$ cat src/hw/rtl/sled_pkg.sv
`default_nettype none

package sled_pkg;

  localparam int unsigned BitsPerLed    = 24;
  localparam int unsigned MaxLatchSlots = 64;

  localparam int unsigned SlotW = 13;
  localparam int unsigned SizeW = 5;
  localparam int unsigned DutyW = 8;
  localparam int unsigned CntW  = 6;
  localparam int unsigned CfgIdxW = 3;
  localparam int unsigned CfgDataW = 8;

  localparam logic [SizeW-1:0] RowsDefault  = 5'd8;
  localparam logic [SizeW-1:0] ColsDefault  = 5'd8;
  localparam logic [DutyW-1:0] DutyOneDefault  = 8'd60;
  localparam logic [DutyW-1:0] DutyZeroDefault = 8'd30;
  // Latch pulse length is held as its final slot number (count - 1).
  localparam logic [CntW-1:0]  LatchLastDefault = 6'd49;

  typedef enum logic [CfgIdxW-1:0] {
    CFG_ROWS      = 3'd0,
    CFG_COLS      = 3'd1,
    CFG_DUTY_ONE  = 3'd2,
    CFG_DUTY_ZERO = 3'd3,
    CFG_LATCH     = 3'd4
  } cfg_idx_e;

  typedef enum logic [1:0] {
    KIND_PIXEL = 2'd0,
    KIND_LATCH = 2'd1,
    KIND_FAULT = 2'd2
  } kind_e;

  // Effective (already clamped) configuration.
  typedef struct packed {
    logic [SizeW-1:0] rows;
    logic [SizeW-1:0] cols;
    logic [DutyW-1:0] duty_one;
    logic [DutyW-1:0] duty_zero;
    logic [CntW-1:0]  latch_last;
  } cfg_t;

  typedef struct packed {
    kind_e                 kind;
    logic [SlotW-1:0]      base;
    logic [CntW-1:0]       last_n;
    logic [BitsPerLed-1:0] word;
  } job_t;

  typedef struct packed {
    logic [SlotW-1:0] slot_index;
    logic [DutyW-1:0] duty;
    logic             error;
    logic             last;
  } res_t;

endpackage

`default_nettype wire

$ cat src/hw/rtl/sled_if.sv
`default_nettype none

interface sled_pix_if;
  logic       valid;
  logic       ready;
  logic       opcode;
  logic [3:0] row;
  logic [3:0] column;
  logic [7:0] green;
  logic [7:0] red;
  logic [7:0] blue;

  modport source (output valid, opcode, row, column, green, red, blue, input ready);
  modport sink   (input valid, opcode, row, column, green, red, blue, output ready);
endinterface

interface sled_res_if;
  logic        valid;
  logic        ready;
  logic [12:0] slot_index;
  logic [7:0]  duty;
  logic        error;
  logic        last;

  modport source (output valid, slot_index, duty, error, last, input ready);
  modport sink   (input valid, slot_index, duty, error, last, output ready);
endinterface

interface sled_cfg_if;
  logic       valid;
  logic       ready;
  logic [2:0] index;
  logic [7:0] data;

  modport source (output valid, index, data, input ready);
  modport sink   (input valid, index, data, output ready);
endinterface

`default_nettype wire

$ cat src/hw/rtl/sled_decode.sv
`default_nettype none

module sled_decode
  import sled_pkg::*;
(
  input  cfg_t       cfg_i,
  input  logic       opcode_i,
  input  logic [3:0] row_i,
  input  logic [3:0] column_i,
  input  logic [7:0] green_i,
  input  logic [7:0] red_i,
  input  logic [7:0] blue_i,
  output job_t       job_o
);

  logic [SizeW-1:0] row_ext;
  logic [SizeW-1:0] col_ext;
  logic [SizeW-1:0] pos;
  logic [9:0]       led;
  logic [9:0]       area;
  logic [14:0]      led_x24;
  logic [14:0]      area_x24;
  logic             outside;

  assign row_ext = {1'b0, row_i};
  assign col_ext = {1'b0, column_i};

  // Odd rows run right to left.
  assign pos  = row_i[0] ? (cfg_i.cols - 5'd1 - col_ext) : col_ext;
  assign led  = 10'(row_ext * cfg_i.cols) + {5'd0, pos};
  assign area = 10'(cfg_i.rows * cfg_i.cols);

  // x24 as x16 + x8
  assign led_x24  = {1'b0, led, 4'd0} + {2'd0, led, 3'd0};
  assign area_x24 = {1'b0, area, 4'd0} + {2'd0, area, 3'd0};

  assign outside = (row_ext >= cfg_i.rows) || (col_ext >= cfg_i.cols);

  always_comb begin
    job_o.word = {green_i, red_i, blue_i};
    if (opcode_i) begin
      job_o.kind   = KIND_LATCH;
      job_o.base   = area_x24[SlotW-1:0];
      job_o.last_n = cfg_i.latch_last;
    end else if (outside) begin
      job_o.kind   = KIND_FAULT;
      job_o.base   = '0;
      job_o.last_n = '0;
    end else begin
      job_o.kind   = KIND_PIXEL;
      job_o.base   = led_x24[SlotW-1:0];
      job_o.last_n = CntW'(BitsPerLed - 1);
    end
  end

endmodule

`default_nettype wire

$ cat src/hw/rtl/serpentine_led_bit_encoder_top.sv
// A pixel word is held in the job register, each result word in the result register.
// One result word per cycle while the receiver is ready; a pixel gives 24 words, a
// latch pulse its configured slot count (1..64), an out-of-range pixel a single one.
// A new pixel word is taken in the cycle its predecessor hands over its final result.
// Reset (rst_ni low, asynchronous) empties the pipeline and restores register defaults.
`default_nettype none

module serpentine_led_bit_encoder_top
  import sled_pkg::*;
#(
  parameter int unsigned MAX_ROWS    = 16,
  parameter int unsigned MAX_COLUMNS = 16
) (
  input  wire logic   clk_i,
  input  wire logic   rst_ni,
  sled_pix_if.sink    pix_i,
  sled_cfg_if.sink    cfg_i,
  sled_res_if.source  res_o
);

  // Size registers hold values already clamped to the matrix limits.
  localparam int unsigned LimitW = 7;
  localparam logic [SizeW-1:0] RowsReset =
    (int'(RowsDefault) > MAX_ROWS) ? SizeW'(MAX_ROWS) : RowsDefault;
  localparam logic [SizeW-1:0] ColsReset =
    (int'(ColsDefault) > MAX_COLUMNS) ? SizeW'(MAX_COLUMNS) : ColsDefault;

  // ---------------------------------------------------------------------------
  // Configuration store: always ready, clamp on write so the datapath never
  // sees an out-of-range size or latch length.
  // ---------------------------------------------------------------------------
  cfg_t cfg_q, cfg_d;
  logic cfg_wr;
  logic [SizeW-1:0] wr_size;
  logic [6:0]       wr_latch;

  assign cfg_i.ready = 1'b1;
  assign cfg_wr      = cfg_i.valid && cfg_i.ready;
  assign wr_size     = cfg_i.data[SizeW-1:0];
  assign wr_latch    = cfg_i.data[6:0];

  always_comb begin
    cfg_d = cfg_q;
    if (cfg_wr) begin
      case (cfg_idx_e'(cfg_i.index))
        CFG_ROWS: begin
          cfg_d.rows = ({2'd0, wr_size} > LimitW'(MAX_ROWS)) ? SizeW'(MAX_ROWS) : wr_size;
        end
        CFG_COLS: begin
          cfg_d.cols = ({2'd0, wr_size} > LimitW'(MAX_COLUMNS)) ?
                       SizeW'(MAX_COLUMNS) : wr_size;
        end
        CFG_DUTY_ONE:  cfg_d.duty_one  = cfg_i.data;
        CFG_DUTY_ZERO: cfg_d.duty_zero = cfg_i.data;
        CFG_LATCH: begin
          // zero counts as one slot, anything above the maximum saturates
          if (wr_latch == 7'd0) begin
            cfg_d.latch_last = '0;
          end else if (wr_latch > 7'(MaxLatchSlots)) begin
            cfg_d.latch_last = CntW'(MaxLatchSlots - 1);
          end else begin
            cfg_d.latch_last = CntW'(wr_latch - 7'd1);
          end
        end
        default: ;  // unused indexes drop the write
      endcase
    end
  end

  always_ff @(posedge clk_i or negedge rst_ni) begin
    if (!rst_ni) begin
      cfg_q.rows       <= RowsReset;
      cfg_q.cols       <= ColsReset;
      cfg_q.duty_one   <= DutyOneDefault;
      cfg_q.duty_zero  <= DutyZeroDefault;
      cfg_q.latch_last <= LatchLastDefault;
    end else begin
      cfg_q <= cfg_d;
    end
  end

  // ---------------------------------------------------------------------------
  // Input stage: decode the pixel word into a job (base slot, run length,
  // colour bits) and hold it in the job register.
  // ---------------------------------------------------------------------------
  job_t dec_job;

  sled_decode u_decode (
    .cfg_i    (cfg_q),
    .opcode_i (pix_i.opcode),
    .row_i    (pix_i.row),
    .column_i (pix_i.column),
    .green_i  (pix_i.green),
    .red_i    (pix_i.red),
    .blue_i   (pix_i.blue),
    .job_o    (dec_job)
  );

  job_t            job_q;
  logic            job_valid_q, job_valid_d;
  logic [CntW-1:0] cnt_q, cnt_d;
  logic            pix_accept;
  logic            res_load;
  logic            run_end;

  // Output register may load when empty or being drained this cycle.
  assign res_load   = job_valid_q && (!res_o.valid || res_o.ready);
  assign run_end    = (cnt_q == job_q.last_n);
  // Take a word when idle or while the current job hands over its final result.
  assign pix_i.ready = !job_valid_q || (res_load && run_end);
  assign pix_accept  = pix_i.valid && pix_i.ready;

  always_comb begin
    job_valid_d = job_valid_q;
    if (pix_accept) begin
      job_valid_d = 1'b1;
    end else if (res_load && run_end) begin
      job_valid_d = 1'b0;
    end
  end

  always_comb begin
    cnt_d = cnt_q;
    if (res_load) begin
      cnt_d = run_end ? '0 : cnt_q + CntW'(1);
    end
  end

  always_ff @(posedge clk_i or negedge rst_ni) begin
    if (!rst_ni) begin
      job_valid_q <= 1'b0;
      cnt_q       <= '0;
    end else begin
      job_valid_q <= job_valid_d;
      cnt_q       <= cnt_d;
    end
  end

  // Payload: load on accept, otherwise advance the colour word one bit per result.
  always_ff @(posedge clk_i) begin
    if (pix_accept) begin
      job_q <= dec_job;
    end else if (res_load) begin
      job_q.word <= {job_q.word[BitsPerLed-2:0], 1'b0};
    end
  end

  // ---------------------------------------------------------------------------
  // Result stage: one duty word per cycle from the current job while res_o.ready holds.
  // ---------------------------------------------------------------------------
  res_t res_d, res_q;
  logic res_valid_q, res_valid_d;

  always_comb begin
    res_d.slot_index = job_q.base + {{(SlotW-CntW){1'b0}}, cnt_q};
    res_d.error      = (job_q.kind == KIND_FAULT);
    res_d.last       = run_end;
    case (job_q.kind)
      KIND_PIXEL: res_d.duty = job_q.word[BitsPerLed-1] ? cfg_q.duty_one : cfg_q.duty_zero;
      default:    res_d.duty = '0;  // latch pulse and fault give zero duty
    endcase
  end

  always_comb begin
    res_valid_d = res_valid_q;
    if (res_load) begin
      res_valid_d = 1'b1;
    end else if (res_o.ready) begin
      res_valid_d = 1'b0;
    end
  end

  always_ff @(posedge clk_i or negedge rst_ni) begin
    if (!rst_ni) begin
      res_valid_q <= 1'b0;
    end else begin
      res_valid_q <= res_valid_d;
    end
  end

  always_ff @(posedge clk_i) begin
    if (res_load) begin
      res_q <= res_d;
    end
  end

  assign res_o.valid      = res_valid_q;
  assign res_o.slot_index = res_q.slot_index;
  assign res_o.duty       = res_q.duty;
  assign res_o.error      = res_q.error;
  assign res_o.last       = res_q.last;

endmodule

`default_nettype wire

$ cat src/flat_wrapper.sv
// flat-port wrapper written by rule: the top's interface ports become plain ports
module serpentine_led_bit_encoder_top_flat import sled_pkg::*;
#(
  parameter int unsigned MAX_ROWS    = 16,
  parameter int unsigned MAX_COLUMNS = 16
)
  (clk_i, rst_ni, pix_i_valid, pix_i_opcode, pix_i_row, pix_i_column, pix_i_green, pix_i_red, pix_i_blue, pix_i_ready, cfg_i_valid, cfg_i_index, cfg_i_data, cfg_i_ready, res_o_valid, res_o_slot_index, res_o_duty, res_o_error, res_o_last, res_o_ready);
  sled_pix_if pix_i_i ();
  sled_cfg_if cfg_i_i ();
  sled_res_if res_o_i ();
  input  wire logic clk_i;
  input  wire logic rst_ni;
  input wire logic [$bits(pix_i_i.valid)-1:0] pix_i_valid;
  input wire logic [$bits(pix_i_i.opcode)-1:0] pix_i_opcode;
  input wire logic [$bits(pix_i_i.row)-1:0] pix_i_row;
  input wire logic [$bits(pix_i_i.column)-1:0] pix_i_column;
  input wire logic [$bits(pix_i_i.green)-1:0] pix_i_green;
  input wire logic [$bits(pix_i_i.red)-1:0] pix_i_red;
  input wire logic [$bits(pix_i_i.blue)-1:0] pix_i_blue;
  output wire logic [$bits(pix_i_i.ready)-1:0] pix_i_ready;
  input wire logic [$bits(cfg_i_i.valid)-1:0] cfg_i_valid;
  input wire logic [$bits(cfg_i_i.index)-1:0] cfg_i_index;
  input wire logic [$bits(cfg_i_i.data)-1:0] cfg_i_data;
  output wire logic [$bits(cfg_i_i.ready)-1:0] cfg_i_ready;
  output wire logic [$bits(res_o_i.valid)-1:0] res_o_valid;
  output wire logic [$bits(res_o_i.slot_index)-1:0] res_o_slot_index;
  output wire logic [$bits(res_o_i.duty)-1:0] res_o_duty;
  output wire logic [$bits(res_o_i.error)-1:0] res_o_error;
  output wire logic [$bits(res_o_i.last)-1:0] res_o_last;
  input wire logic [$bits(res_o_i.ready)-1:0] res_o_ready;
  assign pix_i_i.valid = pix_i_valid;
  assign pix_i_i.opcode = pix_i_opcode;
  assign pix_i_i.row = pix_i_row;
  assign pix_i_i.column = pix_i_column;
  assign pix_i_i.green = pix_i_green;
  assign pix_i_i.red = pix_i_red;
  assign pix_i_i.blue = pix_i_blue;
  assign pix_i_ready = pix_i_i.ready;
  assign cfg_i_i.valid = cfg_i_valid;
  assign cfg_i_i.index = cfg_i_index;
  assign cfg_i_i.data = cfg_i_data;
  assign cfg_i_ready = cfg_i_i.ready;
  assign res_o_valid = res_o_i.valid;
  assign res_o_slot_index = res_o_i.slot_index;
  assign res_o_duty = res_o_i.duty;
  assign res_o_error = res_o_i.error;
  assign res_o_last = res_o_i.last;
  assign res_o_i.ready = res_o_ready;
  serpentine_led_bit_encoder_top #(.MAX_ROWS(MAX_ROWS), .MAX_COLUMNS(MAX_COLUMNS)) u_core (.clk_i(clk_i), .rst_ni(rst_ni), .pix_i(pix_i_i), .cfg_i(cfg_i_i), .res_o(res_o_i));
endmodule
$ cat config.mk
export PLATFORM = sky130hd
export DESIGN_NAME = serpentine_led_bit_encoder_top_flat
export DESIGN_NICKNAME = d
export VERILOG_FILES = /design/src/hw/rtl/sled_pkg.sv /design/src/hw/rtl/sled_if.sv /design/src/hw/rtl/sled_decode.sv /design/src/hw/rtl/serpentine_led_bit_encoder_top.sv /design/src/flat_wrapper.sv
export SDC_FILE = /design/constraint.sdc
export NUM_CORES = 1
export LEC_CHECK = 0
export ABC_AREA = 1
export BUFFER_PORTS_ARGS = -buffer_cell sky130_fd_sc_hd__buf_4
export CORE_MARGIN = 4
export CORE_UTILIZATION = 55
export CTS_BUF_LIST = sky130_fd_sc_hd__clkbuf_8 sky130_fd_sc_hd__clkbuf_16
export DETAILED_ROUTE_END_ITERATION = 10
export PLACE_DENSITY = 0.78
export SYNTH_ARGS = -nofsm -noshare
export SYNTH_HDL_FRONTEND = slang
export SYNTH_HIERARCHICAL = 1
export SYNTH_SLANG_ARGS = --single-unit
$ cat constraint.sdc
create_clock -name clk_i -period 4.85 [get_ports clk_i]
set_input_delay 0.485 -clock clk_i [delete_from_list [all_inputs] [get_ports clk_i]]
set_output_delay 0.485 -clock clk_i [all_outputs]
set_load 0.005 [all_outputs]
# Word level (Yosys, flattened, before mapping)
# Index checks and enable logic that the tools add are counted.
[word_totals]
register_bits = 108
output_inout_bits = 26
[op_classes]
add_sub_neg = 8
n_mul = 2
magnitude_cmp = 4
n_eq_ne = 6
mux = 14
n_reduce_logical = 19
[op_table]
columns = ["cell", "count"]
rows = [
  ["24-bit 2-to-1 mux", 2],
  ["13-bit adder", 2],
  ["21-bit 2-to-1 mux", 1],
  ["19-bit 2-to-1 mux", 1],
  ["6-bit 2-to-1 mux", 3],
  ["13-bit by 6-bit adder with 13-bit output", 1],
  ["9-bit by 5-bit adder with 10-bit output", 1],
  ["4-bit by 5-bit >= comparator with 1-bit output", 2],
  ["5-bit by 5-bit multiplier with 10-bit output", 1],
  ["5-bit 2-to-1 mux", 2],
  ["2-bit AND reduction", 5],
  ["4-bit by 5-bit multiplier with 9-bit output", 1],
  ["8-bit 2-to-1 mux", 1],
  ["7-bit > comparator (second input constant)", 1],
  ["7-bit logical NOT", 1],
  ["6-bit by 1-bit adder with 6-bit output (second input constant)", 1],
  ["3-bit by 2-bit equality test with 1-bit output (second input constant)", 2],
  ["6-bit equality test", 1],
  ["2-bit nonzero test", 3],
  ["6-bit by 1-bit subtractor with 6-bit output (second input constant)", 1],
  ["5-bit > comparator (second input constant)", 1],
  ["5-bit by 1-bit subtractor with 5-bit output (second input constant)", 1],
  ["5-bit by 4-bit subtractor with 5-bit output", 1],
  ["1-bit 2-to-1 mux", 4],
  ["8 further kinds", 13],
]

# Logic depth before layout (Yosys ltp)
[logic_depth]
word_depth = 7
depth_mapped = 28

# Hierarchy
# Netlist, hierarchy kept.
[modules_own_cells]
columns = ["mod", "instances", "cells_each", "area_each_um2", "seq_area_each_um2"]
rows = [
  ["serpentine_led_bit_encoder_top", 1, 457, 4740.8, 3059.2],
  ["sled_decode", 1, 491, 3156.8, 0.0],
]

# Least setup slack after synthesis
# No wires, ideal clock.
[synth_path]
path_type = "register -> register"
from = "register u_core/cfg_q[25] in the netlist's numbering"
to = "register u_core/job_q[41] in the netlist's numbering, data pin"
setup_time_ps = 260
arrival_ps = 4248
required_time_ps = 4590
path_slack_ps = 342
stages_incl_launch_ff = 20
path_buffers = 1
synth_period_minus_slack_ps = 4508
path_cell_list = "dfstp_2 > clkbuf_1 > nand2_1 > fa_1 > fa_1 > fa_1 > inv_1 > ha_1 > or2_1 > nand2_1 > nor2_1 > nor2_1 > xnor2_1 > ha_1 > inv_1 > o21bai_1 > a31oi_1 > nand2_1 > o21ai_0 > o21ai_2"
[synth_rtl]
columns = ["element", "line_no", "rtl"]
rows = [
  ["start, declared", "serpentine_led_bit_encoder_top.sv:32", "cfg_t cfg_q, cfg_d;"],
  ["start signal, assigned", "serpentine_led_bit_encoder_top.sv:78", "cfg_q <= cfg_d;"],
  ["end signal, assigned", "serpentine_led_bit_encoder_top.sv:142", "job_q <= dec_job;"],
  ["end, declared", "serpentine_led_bit_encoder_top.sv:99", "job_t job_q;"],
]

==> results by group <==
STA
  • Final Hold Fails: 0
  • Slew margin rel.: a little over a third
  • F_max: between 200 and 250 MHz
  • Setup violators final: 0
  • TNS Setup: 0 ps
  • Tcrit/Tclk final: 93.2%
  • Final min period: between 4000 and 5000 ps
  • Skew final: between 15 and 20 ps
  • Final Max Slew Viols: 0
  • Least-Margin Pin Slew: around 970 ps

Pwr
  • Clk network pwr share: ~16%
  • Combinational power share: a little under half
  • Internal: 2.62 mW
  • Cell Pwr Density: about 500 nW/um^2
  • Sw power: ~1.7 mW
  • Sw Share: 39.4%
  • Worst VDD drop: between 0.2 and 0.3 mV
  • Tot Pwr: roughly 4.3 mW
  • Flop pwr share: a little under two fifths
  • Leak: about 4.6 nW

Logic synthesis
  • #FFs+latches synth: about 110
  • Yosys top cell area share: around a quarter
  • Post-synthesis cell area: around 7900 sq um
  • Dominant synthesized flop cell: edfxtp_1
  • Synth async-reset ratio: 37.0%
  • Post-synth EDFFs: around 70
  • Syn_area_per_cell: 8.33 sq um
  • Synth Warn #: 6
  • Top post-synthesis cells by area: edfxtp_1 26%, nand2_1 14%, ha_1 12%, dfrtp_1 8.6%, inv_1 6.7%
  • Post-Syn Instances: 948
  • Most common cell in the synthesized netlist: nand2_1
  • Post-synth top cells: 289 x nand2_1, 142 x inv_1, 74 x ha_1
  • Synth unique cells: 40
  • Register area share after synthesis: between 30% and 40%
  • Dominant cell type by area after synthesis: edfxtp_1

Worst setup path
  • WP data required: about 5000 ps
  • CP endpoint kind: register
  • CP Depth: 21
  • Internal reg-to-reg setup slack: approximately 330 ps
  • Max incr delay on CP: about 550 ps
  • Crit Path Max Fanout: 11
  • Worst setup SP type: register
  • WP buf/inv: 2
  • Cells on worst reg2reg path: 21
  • Worst setup path class: register to register
  • CP top delay family: adder cells
  • Worst flop-to-flop path endpoint: u_core/job_q[42]
  • Slowest-stage cell, CP: fa_1
  • CP cell instances: nand2_1 > fa_1 > fa_1 > fa_1 > inv_1 > ha_1 > a21oi_1 > nand2_1 > a31oi_1 > xnor2_1 > ha_1 > nand2_1 > nand2_1 > nand2_1 > nand2_1 > a31oi_2 > inv_1 > nand2_1 > nand2_1 > nand2_1 > nand2_1
  • Worst EP arrival: 4620 ps
  • Worst r2r src: u_core/cfg_q[22]
  • Most frequent CP cell: nand2_1

Drt
  • DR iter-0 viols: 496
  • WL final: approximately 15000 microns
  • Vias: ~6100
  • Antenna-violating nets left: 0
  • Vias per cell: slightly above 5
  • Post-DR wirelength/cell: ~13 microns
  • DRC viols: 0
  • DRT Pass-1 Iters: 5

Cells and area
  • Fill cells: 1228
  • Fraction of layout cells with a size suffix above 1: 13.6%
  • Finished Cell Area: a little under 9000 sq um
  • Final Util: 62.5%
  • Inserted Diodes: 0
  • Register area: roughly 3000 sq um
  • Net count, final: 1144
  • Area delta synth->final: 10.6%
  • Final Non-Filler Cells: 1183
  • Multi-input gate area: between 3000 and 4000 sq um

Hold path
  • HP Class: primary input to async pin

Global routing
  • Pin count of the biggest net entering global routing: between 40 and 50
  • Remaining Overflow, GRT: 0
  • Vias in the first global route: between 5000 and 6000
  • Antenna violations before repair: 0
  • Global-route wire length before repair: ~26000 microns
  • Total track usage: a little under a fifth

Clock tree
  • CTS sink cnt: about 110
  • CTS tree: done
  • Depth of the CTS H-tree: 3
  • Clk_lat worst skew: 360 ps
  • Total CTS buffers: 9
  • Reg clk slew, reported paths: roughly 80 ps
  • CTS max path bufs: 2
  • CTS root buffer: clkbuf_16

Floorplanning
  • Full die area: approximately 16000 sq um
  • Core Area: 14000 sq um
  • Die W: ~130 microns
  • # IOs: 75
  • Initial Utilization: between 50% and 60%
  • Row count: between 40 and 50
  • Die Height: 128 microns

Status
  • Status: finished, final reports clean

Placement
  • HPWL Detailed: 11600 microns
  • Dpl cells: around 1200
  • Routability cong.: 0.888
  • Placed Area: 8400 sq um
  • Port bufs: 73

Run
  • MaxCap Viol Count: 0
[through the flow]
| stage | hold slack, ps | worst slack (ps) |
|---|---|---|
| 6_report | 105 | 329 |
| 5_1_grt | 131 | -8.53 |
| 4_1_cts | 118 | 212 |
| 3_5_place_dp | 464 | 200 |
| 3_3_place_gp | 467 | 298 |
| 2_1_floorplan | 189 | 342 |
[power by group through the flow]
| stage | Sequential [mW] | Clock [mW] | Combinational (mW) |
|---|---|---|---|
| CTS | 1.61 | 0.692 | 2.00 |
| global placement | 1.62 | 0 | 1.93 |
| global route | 1.65 | 0.733 | 2.33 |
| floorplan | 1.58 | 0 | 1.48 |
| finish | 1.61 | 0.678 | 2.04 |
| detailed placement | 1.63 | 0 | 1.98 |
[sequential cells by signal (all words and copies together) (netlist names)]
name                     count
u_core/cfg_q                32
u_core/cnt_q                 6
u_core/job_q                45
u_core/job_valid_q           1
u_core/res_o.duty            8
u_core/res_o.error           1
u_core/res_o.last            1
u_core/res_o.slot_index     13
u_core/res_o.valid           1
[logic make-up after synthesis]
kind of cell	count (synthesis)	synth area share (%)
flip-flops	108	38.7
other	2	0.0951
AO/OA/AOI/OAI	114	8.10
adder cells (fa/ha/maj)	97	17.6
XOR/XNOR	31	3.44
buffers and inverters	194	11.0
AND/OR/NAND/NOR	402	21.1
[per-layer routing]
metal	part of all wire (%)	up-vias	track usage [%]
li1	-	3116	-
met1	46	2824	26.2
met2	49	123	31.9
met3	4.1	13	3.21
met4	0.98	0	4.24
met5	0	-	0
[worst max-delay path by stage]
stage	start	to	slack [ps]
4_1_cts	u_core/cfg_q[22]	u_core/job_q[42]	210
3_5_place_dp	pix_i_row[3]	u_core/job_q[42]	200
5_1_grt	u_core/cfg_q[24]	u_core/job_q[42]	-9
3_3_place_gp	pix_i_row[3]	u_core/job_q[42]	300
2_1_floorplan	u_core/cfg_q[25]	u_core/job_q[41]	340
6_report	u_core/cfg_q[22]	u_core/job_q[42]	330
[cell type report]
type                    instances  area share, %
clock buffers                   9           2.58
well taps                     180           2.58
clock inverters                 7          0.573
inverters                     146           6.27
flip-flops and latches        108           35.0
repair buffers                 85           7.30
multi-input cells             648           45.7
[cells in the final DEF, fill, tap and decap left out, types with 2 or more instances in the layout]
| cell | count |
|---|---|
| ha_2 | 2 |
| o31ai_1 | 2 |
| nand2_1 | 289 |
| nor2_2 | 2 |
| a21o_1 | 4 |
| xor2_1 | 20 |
| o21bai_1 | 2 |
| edfxtp_1 | 68 |
| xnor2_1 | 11 |
| nand3_1 | 58 |
| o21ai_0 | 48 |
| nor3_1 | 5 |
| buf_4 | 85 |
| clkbuf_16 | 9 |
| a21oi_1 | 40 |
| inv_6 | 2 |
| a31oi_1 | 5 |
| dfrtp_2 | 2 |
| inv_1 | 144 |
| conb_1 | 4 |
| dfrtp_1 | 25 |
| nor2_1 | 30 |
| ha_1 | 72 |
| dfstp_2 | 13 |
| o21ai_2 | 6 |
| nand4_1 | 8 |
| a22o_1 | 2 |
| nand3b_1 | 2 |
| nand2_4 | 2 |
| fa_1 | 23 |
| inv_2 | 4 |
[repair_timing]
action                     CTS  global route
gates resized for setup      0             5
setup buffers                0             6
setup endpoints to repair    0             2
hold buffers                 0             0
(Power assumes the default switching activity.)
